[config.mk]
export PLATFORM = sky130hd
export DESIGN_NAME = source_tokenizer
export DESIGN_NICKNAME = d
export VERILOG_FILES = /design/src/design/stok_pkg.sv /design/src/design/stok_front.sv /design/src/design/stok_queue.sv /design/src/design/stok_back.sv /design/src/design/source_tokenizer.sv
export VERILOG_INCLUDE_DIRS = /design/src /design/src/design
export SDC_FILE = /design/constraint.sdc
export NUM_CORES = 1
export LEC_CHECK = 0
export BUFFER_PORTS_ARGS = -buffer_cell sky130_fd_sc_hd__buf_4
export CAP_MARGIN = 20
export CORE_MARGIN = 4
export CORE_UTILIZATION = 47
export DETAILED_ROUTE_END_ITERATION = 12
export PLACE_DENSITY_LB_ADDON = 0.2
export SYNTH_ARGS = -nofsm -noshare
export SYNTH_HDL_FRONTEND = slang
export SYNTH_SLANG_ARGS = --single-unit
[constraint.sdc]
create_clock -name clk_i -period 12.87 [get_ports clk_i]
set_input_delay 2.574 -clock clk_i [delete_from_list [all_inputs] [get_ports clk_i]]
set_output_delay 2.574 -clock clk_i [all_outputs]
set_load 0.02 [all_outputs]
[src/design/assert_macros.svh]
// Assertion macros shared by the tokenizer RTL.
// Included by files that carry concurrent checks; no other dependencies.
`ifndef ASSERT_MACROS_SVH
`define ASSERT_MACROS_SVH

// Property that must hold at every clock edge outside reset.
`define ASSERT_CLK(label, clk, rst_n, prop, msg) \
  label: assert property (@(posedge clk) disable iff (!rst_n) (prop)) else $error(msg);

// Condition that must never be seen at a clock edge outside reset.
`define ASSERT_NEVER(label, clk, rst_n, cond, msg) \
  `ASSERT_CLK(label, clk, rst_n, !(cond), msg)

`endif

[src/design/stok_pkg.sv]
// Shared types, constants and byte classes for the source tokenizer.
// Used by stok_front, stok_queue, stok_back and source_tokenizer.
package stok_pkg;

  // Longest source; the byte at offset MAX_SOURCE_BYTES - 1 ends a source.
  localparam int unsigned MAX_SOURCE_BYTES = 65535;
  localparam int unsigned OFS_W = 16;
  localparam logic [OFS_W-1:0] LAST_OFS = OFS_W'(MAX_SOURCE_BYTES - 1);

  // Result queue between the front and back parts.
  localparam int unsigned QUEUE_DEPTH = 4;
  localparam int unsigned QPTR_W = $clog2(QUEUE_DEPTH);
  localparam int unsigned QCNT_W = $clog2(QUEUE_DEPTH + 1);

  // Character codes with special meaning.
  localparam logic [7:0] CHAR_HASH   = 8'h23;
  localparam logic [7:0] CHAR_US     = 8'h5F;
  localparam logic [7:0] CHAR_QUOTE  = 8'h22;
  localparam logic [7:0] CHAR_BSLASH = 8'h5C;
  localparam logic [7:0] CHAR_NL     = 8'h0A;

  typedef enum logic [2:0] {
    MODE_IDLE    = 3'd0,
    MODE_WS      = 3'd1,
    MODE_COMMENT = 3'd2,
    MODE_SYMBOL  = 3'd3,
    MODE_INT     = 3'd4,
    MODE_STR     = 3'd5,
    MODE_ESC     = 3'd6
  } scan_mode_e;

  typedef enum logic [2:0] {
    KIND_WS      = 3'd0,
    KIND_COMMENT = 3'd1,
    KIND_SYMBOL  = 3'd2,
    KIND_INT     = 3'd3,
    KIND_STRING  = 3'd4,
    KIND_CHAR    = 3'd5
  } tok_kind_e;

  typedef struct packed {
    tok_kind_e        kind;
    logic [7:0]       ch;
    logic [OFS_W-1:0] start_ofs;
    logic [OFS_W-1:0] end_ofs;
  } tok_t;

  // All tokens caused by one byte: one or two.
  typedef struct packed {
    logic two;
    tok_t tok1;
    tok_t tok0;
  } entry_t;

  typedef struct packed {
    logic full;
    logic empty;
  } q_stat_t;

  function automatic logic is_ws(input logic [7:0] c);
    return c inside {8'h20, 8'h09, 8'h0A, 8'h0B, 8'h0C, 8'h0D};
  endfunction

  function automatic logic is_dig(input logic [7:0] c);
    return c inside {[8'h30:8'h39]};
  endfunction

  function automatic logic is_alpha_us(input logic [7:0] c);
    return c inside {[8'h61:8'h7A], [8'h41:8'h5A], CHAR_US};
  endfunction

  // Does byte c extend the run of the given mode?
  function automatic logic run_continues(input scan_mode_e m, input logic [7:0] c);
    case (m)
      MODE_WS:      return is_ws(c);
      MODE_COMMENT: return c != CHAR_NL;
      MODE_SYMBOL:  return is_alpha_us(c) || is_dig(c);
      MODE_INT:     return is_dig(c);
      default:      return 1'b0;
    endcase
  endfunction

  // Mode opened by a byte that starts a token; idle means single character.
  function automatic scan_mode_e start_mode(input logic [7:0] c);
    if (is_ws(c))            return MODE_WS;
    else if (c == CHAR_HASH) return MODE_COMMENT;
    else if (is_alpha_us(c)) return MODE_SYMBOL;
    else if (is_dig(c))      return MODE_INT;
    else if (c == CHAR_QUOTE) return MODE_STR;
    else                     return MODE_IDLE;
  endfunction

  function automatic tok_kind_e kind_of(input scan_mode_e m);
    case (m)
      MODE_WS:      return KIND_WS;
      MODE_COMMENT: return KIND_COMMENT;
      MODE_SYMBOL:  return KIND_SYMBOL;
      MODE_INT:     return KIND_INT;
      MODE_STR:     return KIND_STRING;
      MODE_ESC:     return KIND_STRING;
      default:      return KIND_CHAR;
    endcase
  endfunction

endpackage

[src/design/stok_front.sv]
// Front part: accepts source bytes, runs the scan state machine and
// pushes the tokens each byte causes into the queue. Depends on stok_pkg.
module stok_front (
  input  logic             clk_i,
  input  logic             rst_ni,
  input  logic             src_valid_i,
  output logic             src_stall_o,
  input  logic [7:0]       src_byte_i,
  input  logic             final_byte_i,
  input  stok_pkg::q_stat_t q_stat_i,
  output logic             push_o,
  output stok_pkg::entry_t push_entry_o
);
  import stok_pkg::*;

  scan_mode_e       mode_q, mode_d;
  logic [OFS_W-1:0] begin_q, begin_d;
  logic [OFS_W-1:0] offset_q, offset_d;

  logic             accept;
  logic             last;
  logic [OFS_W-1:0] p_next;
  logic             start;
  scan_mode_e       mode_mid;
  scan_mode_e       mode_new;
  scan_mode_e       mode_after;
  logic [OFS_W-1:0] begin_after;
  logic             emit_a, emit_s, emit_f;
  tok_t             tok_a, tok_s, tok_f;

  assign src_stall_o = q_stat_i.full;
  assign accept      = src_valid_i && !q_stat_i.full;
  assign last        = final_byte_i || (offset_q >= LAST_OFS);
  assign p_next      = offset_q + OFS_W'(1);

  // Close or extend the open run
  always_comb begin
    start    = 1'b0;
    mode_mid = mode_q;
    emit_a   = 1'b0;
    tok_a    = '{kind: kind_of(mode_q), ch: 8'h00, start_ofs: begin_q, end_ofs: offset_q};
    case (mode_q)
      MODE_WS, MODE_COMMENT, MODE_SYMBOL, MODE_INT: begin
        if (!run_continues(mode_q, src_byte_i)) begin
          emit_a   = 1'b1;
          mode_mid = MODE_IDLE;
          start    = 1'b1;
        end
      end
      MODE_STR: begin
        if (src_byte_i == CHAR_BSLASH) begin
          mode_mid = MODE_ESC;
        end else if (src_byte_i == CHAR_QUOTE) begin
          emit_a        = 1'b1;
          tok_a.kind    = KIND_STRING;
          tok_a.end_ofs = p_next;
          mode_mid      = MODE_IDLE;
        end
      end
      MODE_ESC: begin
        mode_mid = MODE_STR;
      end
      default: begin
        mode_mid = MODE_IDLE;
        start    = 1'b1;
      end
    endcase
    mode_new    = start_mode(src_byte_i);
    mode_after  = start ? mode_new : mode_mid;
    begin_after = start ? offset_q : begin_q;
  end

  // Next state
  always_comb begin
    mode_d   = mode_q;
    begin_d  = begin_q;
    offset_d = offset_q;
    if (accept) begin
      if (last) begin
        mode_d   = MODE_IDLE;
        begin_d  = '0;
        offset_d = '0;
      end else begin
        mode_d   = mode_after;
        begin_d  = begin_after;
        offset_d = p_next;
      end
    end
  end

  // Outputs: single character token, flush at the last byte, queue entry
  always_comb begin
    emit_s = start && (mode_new == MODE_IDLE);
    tok_s  = '{kind: KIND_CHAR, ch: src_byte_i, start_ofs: offset_q, end_ofs: p_next};
    emit_f = last && (mode_after != MODE_IDLE);
    tok_f  = '{kind: kind_of(mode_after), ch: 8'h00, start_ofs: begin_after,
               end_ofs: p_next};
    push_entry_o.tok0 = emit_a ? tok_a : (emit_s ? tok_s : tok_f);
    push_entry_o.tok1 = emit_s ? tok_s : tok_f;
    push_entry_o.two  = emit_a && (emit_s || emit_f);
    push_o            = accept && (emit_a || emit_s || emit_f);
  end

  always_ff @(posedge clk_i or negedge rst_ni) begin
    if (!rst_ni) begin
      mode_q   <= MODE_IDLE;
      begin_q  <= '0;
      offset_q <= '0;
    end else begin
      mode_q   <= mode_d;
      begin_q  <= begin_d;
      offset_q <= offset_d;
    end
  end

endmodule

[src/design/stok_queue.sv]
// Small FIFO of per-byte token entries between front and back parts.
// Depends on stok_pkg for the entry type and depth.
module stok_queue (
  input  logic              clk_i,
  input  logic              rst_ni,
  input  logic              push_i,
  input  stok_pkg::entry_t  push_entry_i,
  input  logic              pop_i,
  output stok_pkg::entry_t  head_o,
  output stok_pkg::q_stat_t stat_o
);
  import stok_pkg::*;

  entry_t              entries_q [QUEUE_DEPTH];
  logic [QPTR_W-1:0]   wr_ptr_q, wr_ptr_d;
  logic [QPTR_W-1:0]   rd_ptr_q, rd_ptr_d;
  logic [QCNT_W-1:0]   count_q, count_d;
  logic                do_push, do_pop;

  assign stat_o.full  = (count_q == QCNT_W'(QUEUE_DEPTH));
  assign stat_o.empty = (count_q == '0);
  assign head_o       = entries_q[rd_ptr_q];

  // Drop pushes when full and pops when empty
  assign do_push = push_i && !stat_o.full;
  assign do_pop  = pop_i && !stat_o.empty;

  // Advance pointers and level
  always_comb begin
    wr_ptr_d = do_push ? QPTR_W'(wr_ptr_q + QPTR_W'(1)) : wr_ptr_q;
    rd_ptr_d = do_pop  ? QPTR_W'(rd_ptr_q + QPTR_W'(1)) : rd_ptr_q;
    count_d  = count_q;
    if (do_push && !do_pop) begin
      count_d = count_q + QCNT_W'(1);
    end else if (do_pop && !do_push) begin
      count_d = count_q - QCNT_W'(1);
    end
  end

  always_ff @(posedge clk_i or negedge rst_ni) begin
    if (!rst_ni) begin
      wr_ptr_q <= '0;
      rd_ptr_q <= '0;
      count_q  <= '0;
    end else begin
      wr_ptr_q <= wr_ptr_d;
      rd_ptr_q <= rd_ptr_d;
      count_q  <= count_d;
    end
  end

  // Store entries
  always_ff @(posedge clk_i) begin
    if (do_push) begin
      entries_q[wr_ptr_q] <= push_entry_i;
    end
  end

endmodule

[src/design/stok_back.sv]
// Back part: takes queue entries apart into single tokens and holds each
// in the output register until taken. Depends on stok_pkg.
module stok_back (
  input  logic              clk_i,
  input  logic              rst_ni,
  input  stok_pkg::entry_t  head_i,
  input  stok_pkg::q_stat_t q_stat_i,
  output logic              pop_o,
  output logic              tok_valid_o,
  input  logic              tok_stall_i,
  output stok_pkg::tok_t    tok_o,
  output logic              last_of_run_o
);
  import stok_pkg::*;

  logic   valid_q, valid_d;
  logic   sel_q, sel_d;
  tok_t   tok_q;
  logic   last_q;
  logic   load;
  logic   head_last;

  assign tok_valid_o   = valid_q;
  assign tok_o         = tok_q;
  assign last_of_run_o = last_q;

  // Load the next token when the output register is free or being taken
  assign load      = !q_stat_i.empty && (!valid_q || !tok_stall_i);
  assign head_last = sel_q || !head_i.two;
  assign pop_o     = load && head_last;

  always_comb begin
    valid_d = valid_q;
    sel_d   = sel_q;
    if (load) begin
      valid_d = 1'b1;
      sel_d   = !head_last;
    end else if (!tok_stall_i) begin
      valid_d = 1'b0;
    end
  end

  always_ff @(posedge clk_i or negedge rst_ni) begin
    if (!rst_ni) begin
      valid_q <= 1'b0;
      sel_q   <= 1'b0;
    end else begin
      valid_q <= valid_d;
      sel_q   <= sel_d;
    end
  end

  // Hold payload until taken
  always_ff @(posedge clk_i) begin
    if (load) begin
      tok_q  <= sel_q ? head_i.tok1 : head_i.tok0;
      last_q <= head_last;
    end
  end

endmodule

[src/design/source_tokenizer.sv]
// Source tokenizer top level: source bytes in, tokens out.
// Channels: src (src_byte_i, final_byte_i) and tok (kind, char, offsets,
// last_of_run); each uses valid and stall, an item moves when valid is
// high and stall is low.
// A byte is taken every cycle while the result queue has room. A byte
// that causes tokens writes one entry into the result queue, and the
// output register loads its first token from the head of the queue; a
// byte causing two tokens offers them one after the other from the single
// output register. Bytes causing no token give nothing.
// The four-entry queue between the scanner and the output stage absorbs
// stalls: while tok_stall_i is high the output holds, the queue fills, and
// src_stall_o rises once all four entries are in use.
// final_byte_i flushes the open token and rewinds offsets to zero; a byte
// at offset 65534 ends the source the same way.
// Reset empties the queue, drops the output and returns the scanner to
// idle at offset zero. last_of_run_o marks the last token of a byte.
// Depends on stok_pkg, stok_front, stok_queue, stok_back, assert_macros.svh.
`include "assert_macros.svh"

module source_tokenizer (
  input  logic        clk_i,
  input  logic        rst_ni,
  input  logic        src_valid_i,
  output logic        src_stall_o,
  input  logic [7:0]  src_byte_i,
  input  logic        final_byte_i,
  output logic        tok_valid_o,
  input  logic        tok_stall_i,
  output logic [2:0]  tok_kind_o,
  output logic [7:0]  tok_char_o,
  output logic [15:0] tok_start_o,
  output logic [15:0] tok_end_o,
  output logic        last_of_run_o
);
  import stok_pkg::*;

  logic    push;
  entry_t  push_entry;
  logic    pop;
  entry_t  head;
  q_stat_t q_stat;
  tok_t    tok;

  stok_front u_front (
    .clk_i        (clk_i),
    .rst_ni       (rst_ni),
    .src_valid_i  (src_valid_i),
    .src_stall_o  (src_stall_o),
    .src_byte_i   (src_byte_i),
    .final_byte_i (final_byte_i),
    .q_stat_i     (q_stat),
    .push_o       (push),
    .push_entry_o (push_entry)
  );

  stok_queue u_queue (
    .clk_i        (clk_i),
    .rst_ni       (rst_ni),
    .push_i       (push),
    .push_entry_i (push_entry),
    .pop_i        (pop),
    .head_o       (head),
    .stat_o       (q_stat)
  );

  stok_back u_back (
    .clk_i         (clk_i),
    .rst_ni        (rst_ni),
    .head_i        (head),
    .q_stat_i      (q_stat),
    .pop_o         (pop),
    .tok_valid_o   (tok_valid_o),
    .tok_stall_i   (tok_stall_i),
    .tok_o         (tok),
    .last_of_run_o (last_of_run_o)
  );

  assign tok_kind_o  = 3'(tok.kind);
  assign tok_char_o  = tok.ch;
  assign tok_start_o = tok.start_ofs;
  assign tok_end_o   = tok.end_ofs;

  // Checks
  `ASSERT_NEVER(a_push_full, clk_i, rst_ni, push && q_stat.full,
    "front pushed into a full queue")
  `ASSERT_NEVER(a_pop_empty, clk_i, rst_ni, pop && q_stat.empty,
    "back popped an empty queue")
  `ASSERT_CLK(a_tok_nonempty, clk_i, rst_ni, tok_valid_o |-> (tok_end_o > tok_start_o),
    "token ends at or before its start")

endmodule

==> results of run 1 <==
[cells by family after synthesis]
kind of cell | after synthesis
xor gates and xnor gates | 38
adders and majority gates | 8
AOI/OAI and AO/OA | 76
muxes | 166
buffers and inverters | 70
and+or+nand+nor | 156
DFF | 436
[worst min path at each step]
stage / endpoint / slack [ns]
after CTS: u_queue.count_q[2]$_DFFE_PN0P_ / 0.49
after global placement: u_queue.count_q[2]$_DFFE_PN0P_ / 0.48
final: u_queue.count_q[2]$_DFFE_PN0P_ / 0.50
after global routing: u_queue.count_q[2]$_DFFE_PN0P_ / 0.52
after floorplan: u_queue.count_q[2]$_DFFE_PN0P_ / 0.46
after detailed placement: u_queue.count_q[2]$_DFFE_PN0P_ / 0.48
[synthesized netlist by cell type, drive strengths merged, types with 2 or more instances]
master | n | area share
a211o | 2 | 0.00097
a21o | 8 | 0.0033
a21oi | 8 | 0.0028
a22o | 19 | 0.0099
and2 | 18 | 0.0064
and3 | 11 | 0.0039
buf | 23 | 0.011
clkbuf | 36 | 0.0080
dfrtp | 44 | 0.061
edfxtp | 392 | 0.65
ha | 7 | 0.0049
inv | 11 | 0.0023
mux2 | 78 | 0.053
mux4 | 87 | 0.11
nand2 | 36 | 0.0075
nand2b | 8 | 0.0028
nand3 | 15 | 0.0044
nand4 | 5 | 0.0017
nand4b | 3 | 0.0015
nor2 | 29 | 0.0060
nor3 | 9 | 0.0028
nor3b | 3 | 0.0012
nor4 | 4 | 0.0014
nor4b | 2 | 0.00097
o21a | 3 | 0.0012
o21ai | 21 | 0.0064
o31ai | 5 | 0.0021
or2 | 3 | 0.0010
or3 | 3 | 0.0010
or4b | 3 | 0.0019
xnor2 | 19 | 0.0092
xor2 | 19 | 0.0092
[critical path: cells and delay by family]
kind                   cells  cell delay [ns]
AO/OA/AOI/OAI              4             1.39
buffers and inverters      2             0.94
AND/OR/NAND/NOR            4             1.49
[report_power, final]
| part | switching, mW | internal, mW |
|---|---|---|
| Combinational | 0.676 | 0.585 |
| Sequential | 0.155 | 1.95 |
| Clock | 0.507 | 0.709 |
| Total | 1.34 | 3.25 |
[per-layer routing]
layer / part of all wire / vias up / GRT usage
li1: - / 3913 / -
met1: 0.45 / 4527 / 0.244
met2: 0.49 / 171 / 0.288
met3: 0.038 / 45 / 0.0263
met4: 0.017 / 0 / 0.0395
met5: 0 / - / 0
[registers in the layout, summed over array words and instances (netlist names), 2 cells and up]
| register | count |
|---|---|
| u_back.tok_o | 43 |
| u_queue.rd_ptr_q | 2 |
| u_front.begin_q | 16 |
| u_queue.wr_ptr_q | 2 |
| u_queue.count_q | 3 |
| u_front.mode_q | 3 |
| u_front.offset_q | 16 |
| u_queue.entries_q | 348 |
[cell usage in the layout, fill, tap and decap left out, drive strengths merged, types with 9 or more instances in the layout]
master / Yosys / layout
nand3: 15 / 15
mux4: 87 / 87
o21ai: 21 / 21
xnor2: 19 / 19
dfrtp: 44 / 44
mux2: 78 / 78
nor2: 29 / 29
a22o: 19 / 19
clkbuf: 36 / 65
buf: 23 / 71
and3: 11 / 11
clkinv: 0 / 14
edfxtp: 392 / 392
nor3: 9 / 9
nand2: 36 / 36
xor2: 19 / 19
and2: 18 / 18
inv: 11 / 11
[layout make-up]
cell class / count / area [sq um] / share of cell area
flip-flops and latches: 436 / 12900 / 0.635
well taps: 511 / 639 / 0.0315
clock buffers: 65 / 1240 / 0.0612
repair buffers: 71 / 553 / 0.0272
multi-input cells: 444 / 4810 / 0.237
inverters: 11 / 41.3 / 0.00203
clock inverters: 16 / 133 / 0.00653
==> impl_metrics.toml, run 1 <==
[worst_setup_path]
reg2reg_to = "u_queue.entries_q[1][64]$_DFFE_PP_"
startpoint = "src_byte_i[2]"
reg2reg_from = "u_front.mode_q[2]$_DFFE_PN0P_"
crit_chain = "buf_4 > nor3_2 > a221oi_1 > a211o_1 > or2_1 > o221a_2 > and2_1 > a21oi_4 > and2_4 > buf_4"
endpoint_kind = "flip-flop"
critPathRequiredTime_ns = 13.03
arrival_ns = 6.43
worstPathMaxFanout = 58
startpoint_type = "input pin"
r2r_slack_ns = 8.27
max_stage_delay_ns = 0.79
rr_worst_depth = 9
cp_slowest_cell = "buf_4"
critPathCapture = "u_queue.entries_q[1][64]$_DFFE_PP_"
path_class = "input pin to flip-flop"
crit_path_frequent_cell = "buf_4"

[sta]
holdWs_ns = 0.498
min_period_ns = 6.27
rsz0062_at_grt = "false"
finalSetupTns_ns = 0
finalCritPeriodShare = 0.487
maxSlewHeadroom = 0.352
setup_viol = 0
skew_ns = 0.0221
hold_violations = 0
fin_ws_ns = 6.60
fmax_mhz = 159
tightest_slew_ns = 0.968
drv_slew = 0

[clock_network]
cts_made_buffers = 45
cts_setup_buffers = 0
clk_latency_ns = 0.55
cts_resized = 0
h-tree-depth = 2
cts_root_buffer = "clkbuf_16"
holdBufCountCts = 0
clkSinkCount = 436
tritoncts = "built"
clk_pin_slew_ns = 0.06
clockBufferDepth = 3

[layout]
fin_nets = 1030
final_cell_area_sq_um = 20300
post-route-util = 0.538
drive_gt1_frac = 0.312
final_cells = 1554
area_growth_pct = 12.5
diodes = 0
fill_cells = 2963

[synthesis]
synth_compound_area_frac = 0.0321
async_flop_share = 0.101
synth_top_family_by_area = "multiplexers"
synthAdderAreaFrac = 0.00596
ys_types = 64
synth_edf_count = 392
ys_warn_count = 0
syn_avg_cell_area_sq_um = 19.0
synth_xor_area_frac = 0.0184
synth_cells = 950
muxShareOfSynthArea = 0.162
syn-num-nets = 971
synth.yosys.seq_area_share = 0.713
synth_ff_type = "edfxtp_1"
synth-simple-area-share = 0.0465
netlist_area_sq_um = 18000
ys_ff_latch = 436

[route]
drc = 0
drt_iter0_drc = 539
routedWlPerCell_microns = 22.4
first_pass_iters = 5
wl_microns = 34900
num_vias = 8656
ant_nets = 0
viasPerCell = 5.57

[floorplanning]
die_w_microns = 204
row_count = 71
start_util = 0.478
core_area_sq_um = 37800
dieArea_sq_um = 41600
io_pins = 59
dieHeight_microns = 204

[place]
gp_congestion = 0.819
port_buffers = 58
dp_hpwl_microns = 19600
placed_cell_area_sq_um = 18900
dp_slack_ns = 5.97
numPlacedInstances = 1472

[pwr]
p_per_area_nw_per_um2 = 226
ir_drop_mv = 0.169
power_mw = 4.59
p_leak_nw = 7.15

[grt]
grt_overflow_total = 0
grt_pass1_wl_microns = 55500
grt_use_total = 0.173
grt_pass1_vias = 9247
antenna_found_initial = 0
grt_max_degree = 59

[status]
status = "completed"

[hold_path]
whs_path_depth = 1
hold_start = "u_queue.count_q[2]$_DFFE_PN0P_"
hp-class = "flip-flop to flip-flop"

[flow_run]
cap_violations = 0
Note: power is estimated with default switching activity, not from simulation.
==> inputs of run 2 (changes only) <==
Clock period 12.87 ns to 6.55 ns, I/O delays scaled along.
==> run 2 against run 1 <==
Compared with the run above:
- final area increased by 0.36%
- critical path depth unchanged
- count of clock-buffer cells in the layout decreased by 2
- clock skew decreased by 0.0034 ns
- critical path type unchanged
==> impl_metrics.toml, run 2 (synthesis results as in run 1) <==
[sta]
rsz0062_at_grt = "false"
maxSlewHeadroom = 0.343
tightest_slew_ns = 0.985
hold_violations = 0
min_period_ns = 4.43
finalSetupTns_ns = 0
finalCritPeriodShare = 0.677
drv_slew = 0
skew_ns = 0.0187
setup_viol = 0
fmax_mhz = 226

[clock_network]
cts_made_buffers = 45
cts_resized = 0
clk_latency_ns = 0.55
h-tree-depth = 2
tritoncts = "built"
cts_root_buffer = "clkbuf_16"
clockBufferDepth = 3
clk_pin_slew_ns = 0.06
clkSinkCount = 436
cts_setup_buffers = 0
holdBufCountCts = 0

[layout]
drive_gt1_frac = 0.320
regMostFlops = "u_queue.entries_q"
post-route-util = 0.540
largest_reg_flops = 348
fin_nets = 1032
diodes = 0
final_common_cell = "edfxtp_1"
layout_common_cells = "392 x edfxtp_1, 87 x mux4_2, 69 x buf_4, 57 x mux2_2, 47 x clkbuf_16"
area_growth_pct = 12.9
fill_cells = 2914

[grt]
grt_pass1_vias = 9247
antenna_found_initial = 0
grt_max_degree = 63
grt_pass1_wl_microns = 55000
grt_overflow_total = 0
grt_use_total = 0.171

[pwr]
p_leak_nw = 7.19
ir_drop_mv = 0.259
p_sw_mw = 2.65
power_frac_clock = 0.268
p_int_mw = 6.39
p_comb_frac = 0.265
switching_share = 0.293
p_per_area_nw_per_um2 = 444
p_seq_frac = 0.467

[worst_setup_path]
endpoint_kind = "flip-flop"
crit_chain = "buf_4 > or4b_1 > or4b_4 > nand3_2 > nor4_1 > a211o_1 > a31o_4 > a21oi_4 > and2_4 > buf_12"
cp_slowest_cell = "and2_4"
arrival_ns = 4.65
startpoint_type = "input pin"
critPathRequiredTime_ns = 6.77
path_class = "input pin to flip-flop"
max_stage_delay_ns = 0.73
worstPathMaxFanout = 49

[floorplanning]
dieArea_sq_um = 41600
die_w_microns = 204
core_area_sq_um = 37800
row_count = 71
dieHeight_microns = 204
start_util = 0.478
io_pins = 59

[route]
drc = 0
wl_microns = 34800
ant_nets = 0
first_pass_iters = 4
viasPerCell = 5.59
routedWlPerCell_microns = 22.3
drt_iter0_drc = 554
num_vias = 8721

[flow_run]
cap_violations = 0

[hold_path]
hp-class = "flip-flop to flip-flop"

[place]
port_buffers = 58
dp_hpwl_microns = 20000
gp_congestion = 0.865

[status]
status = "completed"
[run 2: cell types whose count changed in the layout (fill, tap and decap cells not counted), moves of 2 or more]
cell / delta
clkbuf_1: -5
inv_6: +2
clkbuf_8: +2
buf_12: +3
clkinv_4: +2
clkinv_2: +2
[run 2: area by class of cell]
class / count / area, sq um / share of cell area
Clock inverter: 21 / 139 / 0.00682
Multi-Input combinational cell: 444 / 4810 / 0.236
Inverter: 11 / 41.3 / 0.00203
Tap cell: 511 / 639 / 0.0314
Clock buffer: 63 / 1280 / 0.0627
Timing Repair Buffer: 73 / 583 / 0.0286
Sequential cell: 436 / 12900 / 0.632
[run 2: per-stage QoR]
step | setup WS [ns] | cells | area (sq um) | power, mW | hold slack (ns)
6_report | 2.12 | 1559 | 20400 | 9.04 | 0.499
5_1_grt | 1.89 | 1559 | 20400 | 9.51 | 0.520
4_1_cts | 2.08 | 1559 | 20400 | 9.19 | 0.502
3_5_place_dp | 1.52 | 1475 | 19000 | 6.75 | 0.486
3_3_place_gp | 1.54 | 1474 | 18900 | 6.72 | 0.487
2_1_floorplan | 0.766 | 950 | 18000 | 5.91 | 0.464
[run 2: worst paths after layout]
kind / start / endpoint / slack (ns) / cells past startpoint
min: u_queue.count_q[2]$_DFFE_PN0P_ / u_queue.count_q[2]$_DFFE_PN0P_ / 0.50 / 1
max: src_byte_i[6] / u_queue.entries_q[1][49]$_DFFE_PP_ / 2.12 / 10
max reg2reg: u_front.mode_q[2]$_DFFE_PN0P_ / u_queue.entries_q[1][49]$_DFFE_PP_ / 2.55 / 9
min in group asynchronous: rst_ni / u_back.tok_valid_o$_DFFE_PN0P_ / 0.80 / 1
min reg2reg: u_queue.count_q[2]$_DFFE_PN0P_ / u_queue.count_q[2]$_DFFE_PN0P_ / 0.50 / 1
max in group asynchronous: rst_ni / u_queue.rd_ptr_q[1]$_DFFE_PN0P_ / 5.21 / 1
[run 2: power groups by stage]
stage / logic (mW) / clock network, mW / registers (mW)
2_1_floorplan: 1.68 / 0 / 4.23
3_3_place_gp: 2.44 / 0 / 4.28
3_5_place_dp: 2.45 / 0 / 4.30
4_1_cts: 2.46 / 2.48 / 4.25
5_1_grt: 2.60 / 2.61 / 4.31
6_report: 2.39 / 2.42 / 4.22
[run 2: per-layer routing]
layer  vias to the layer above  GRT usage  share of wire
met5                         -          0              0
met4                         0     0.0407          0.015
met3                        44     0.0275          0.037
met2                       169      0.283           0.49
met1                      4580      0.243           0.45
li1                       3928          -              -
[run 2: worst max-delay path, delay by kind of cell]
kind	cells	cell delay, ns
buffers and inverters	2	0.49
and+or+nand+nor	5	2.01
AOI/OAI and AO/OA	3	0.82
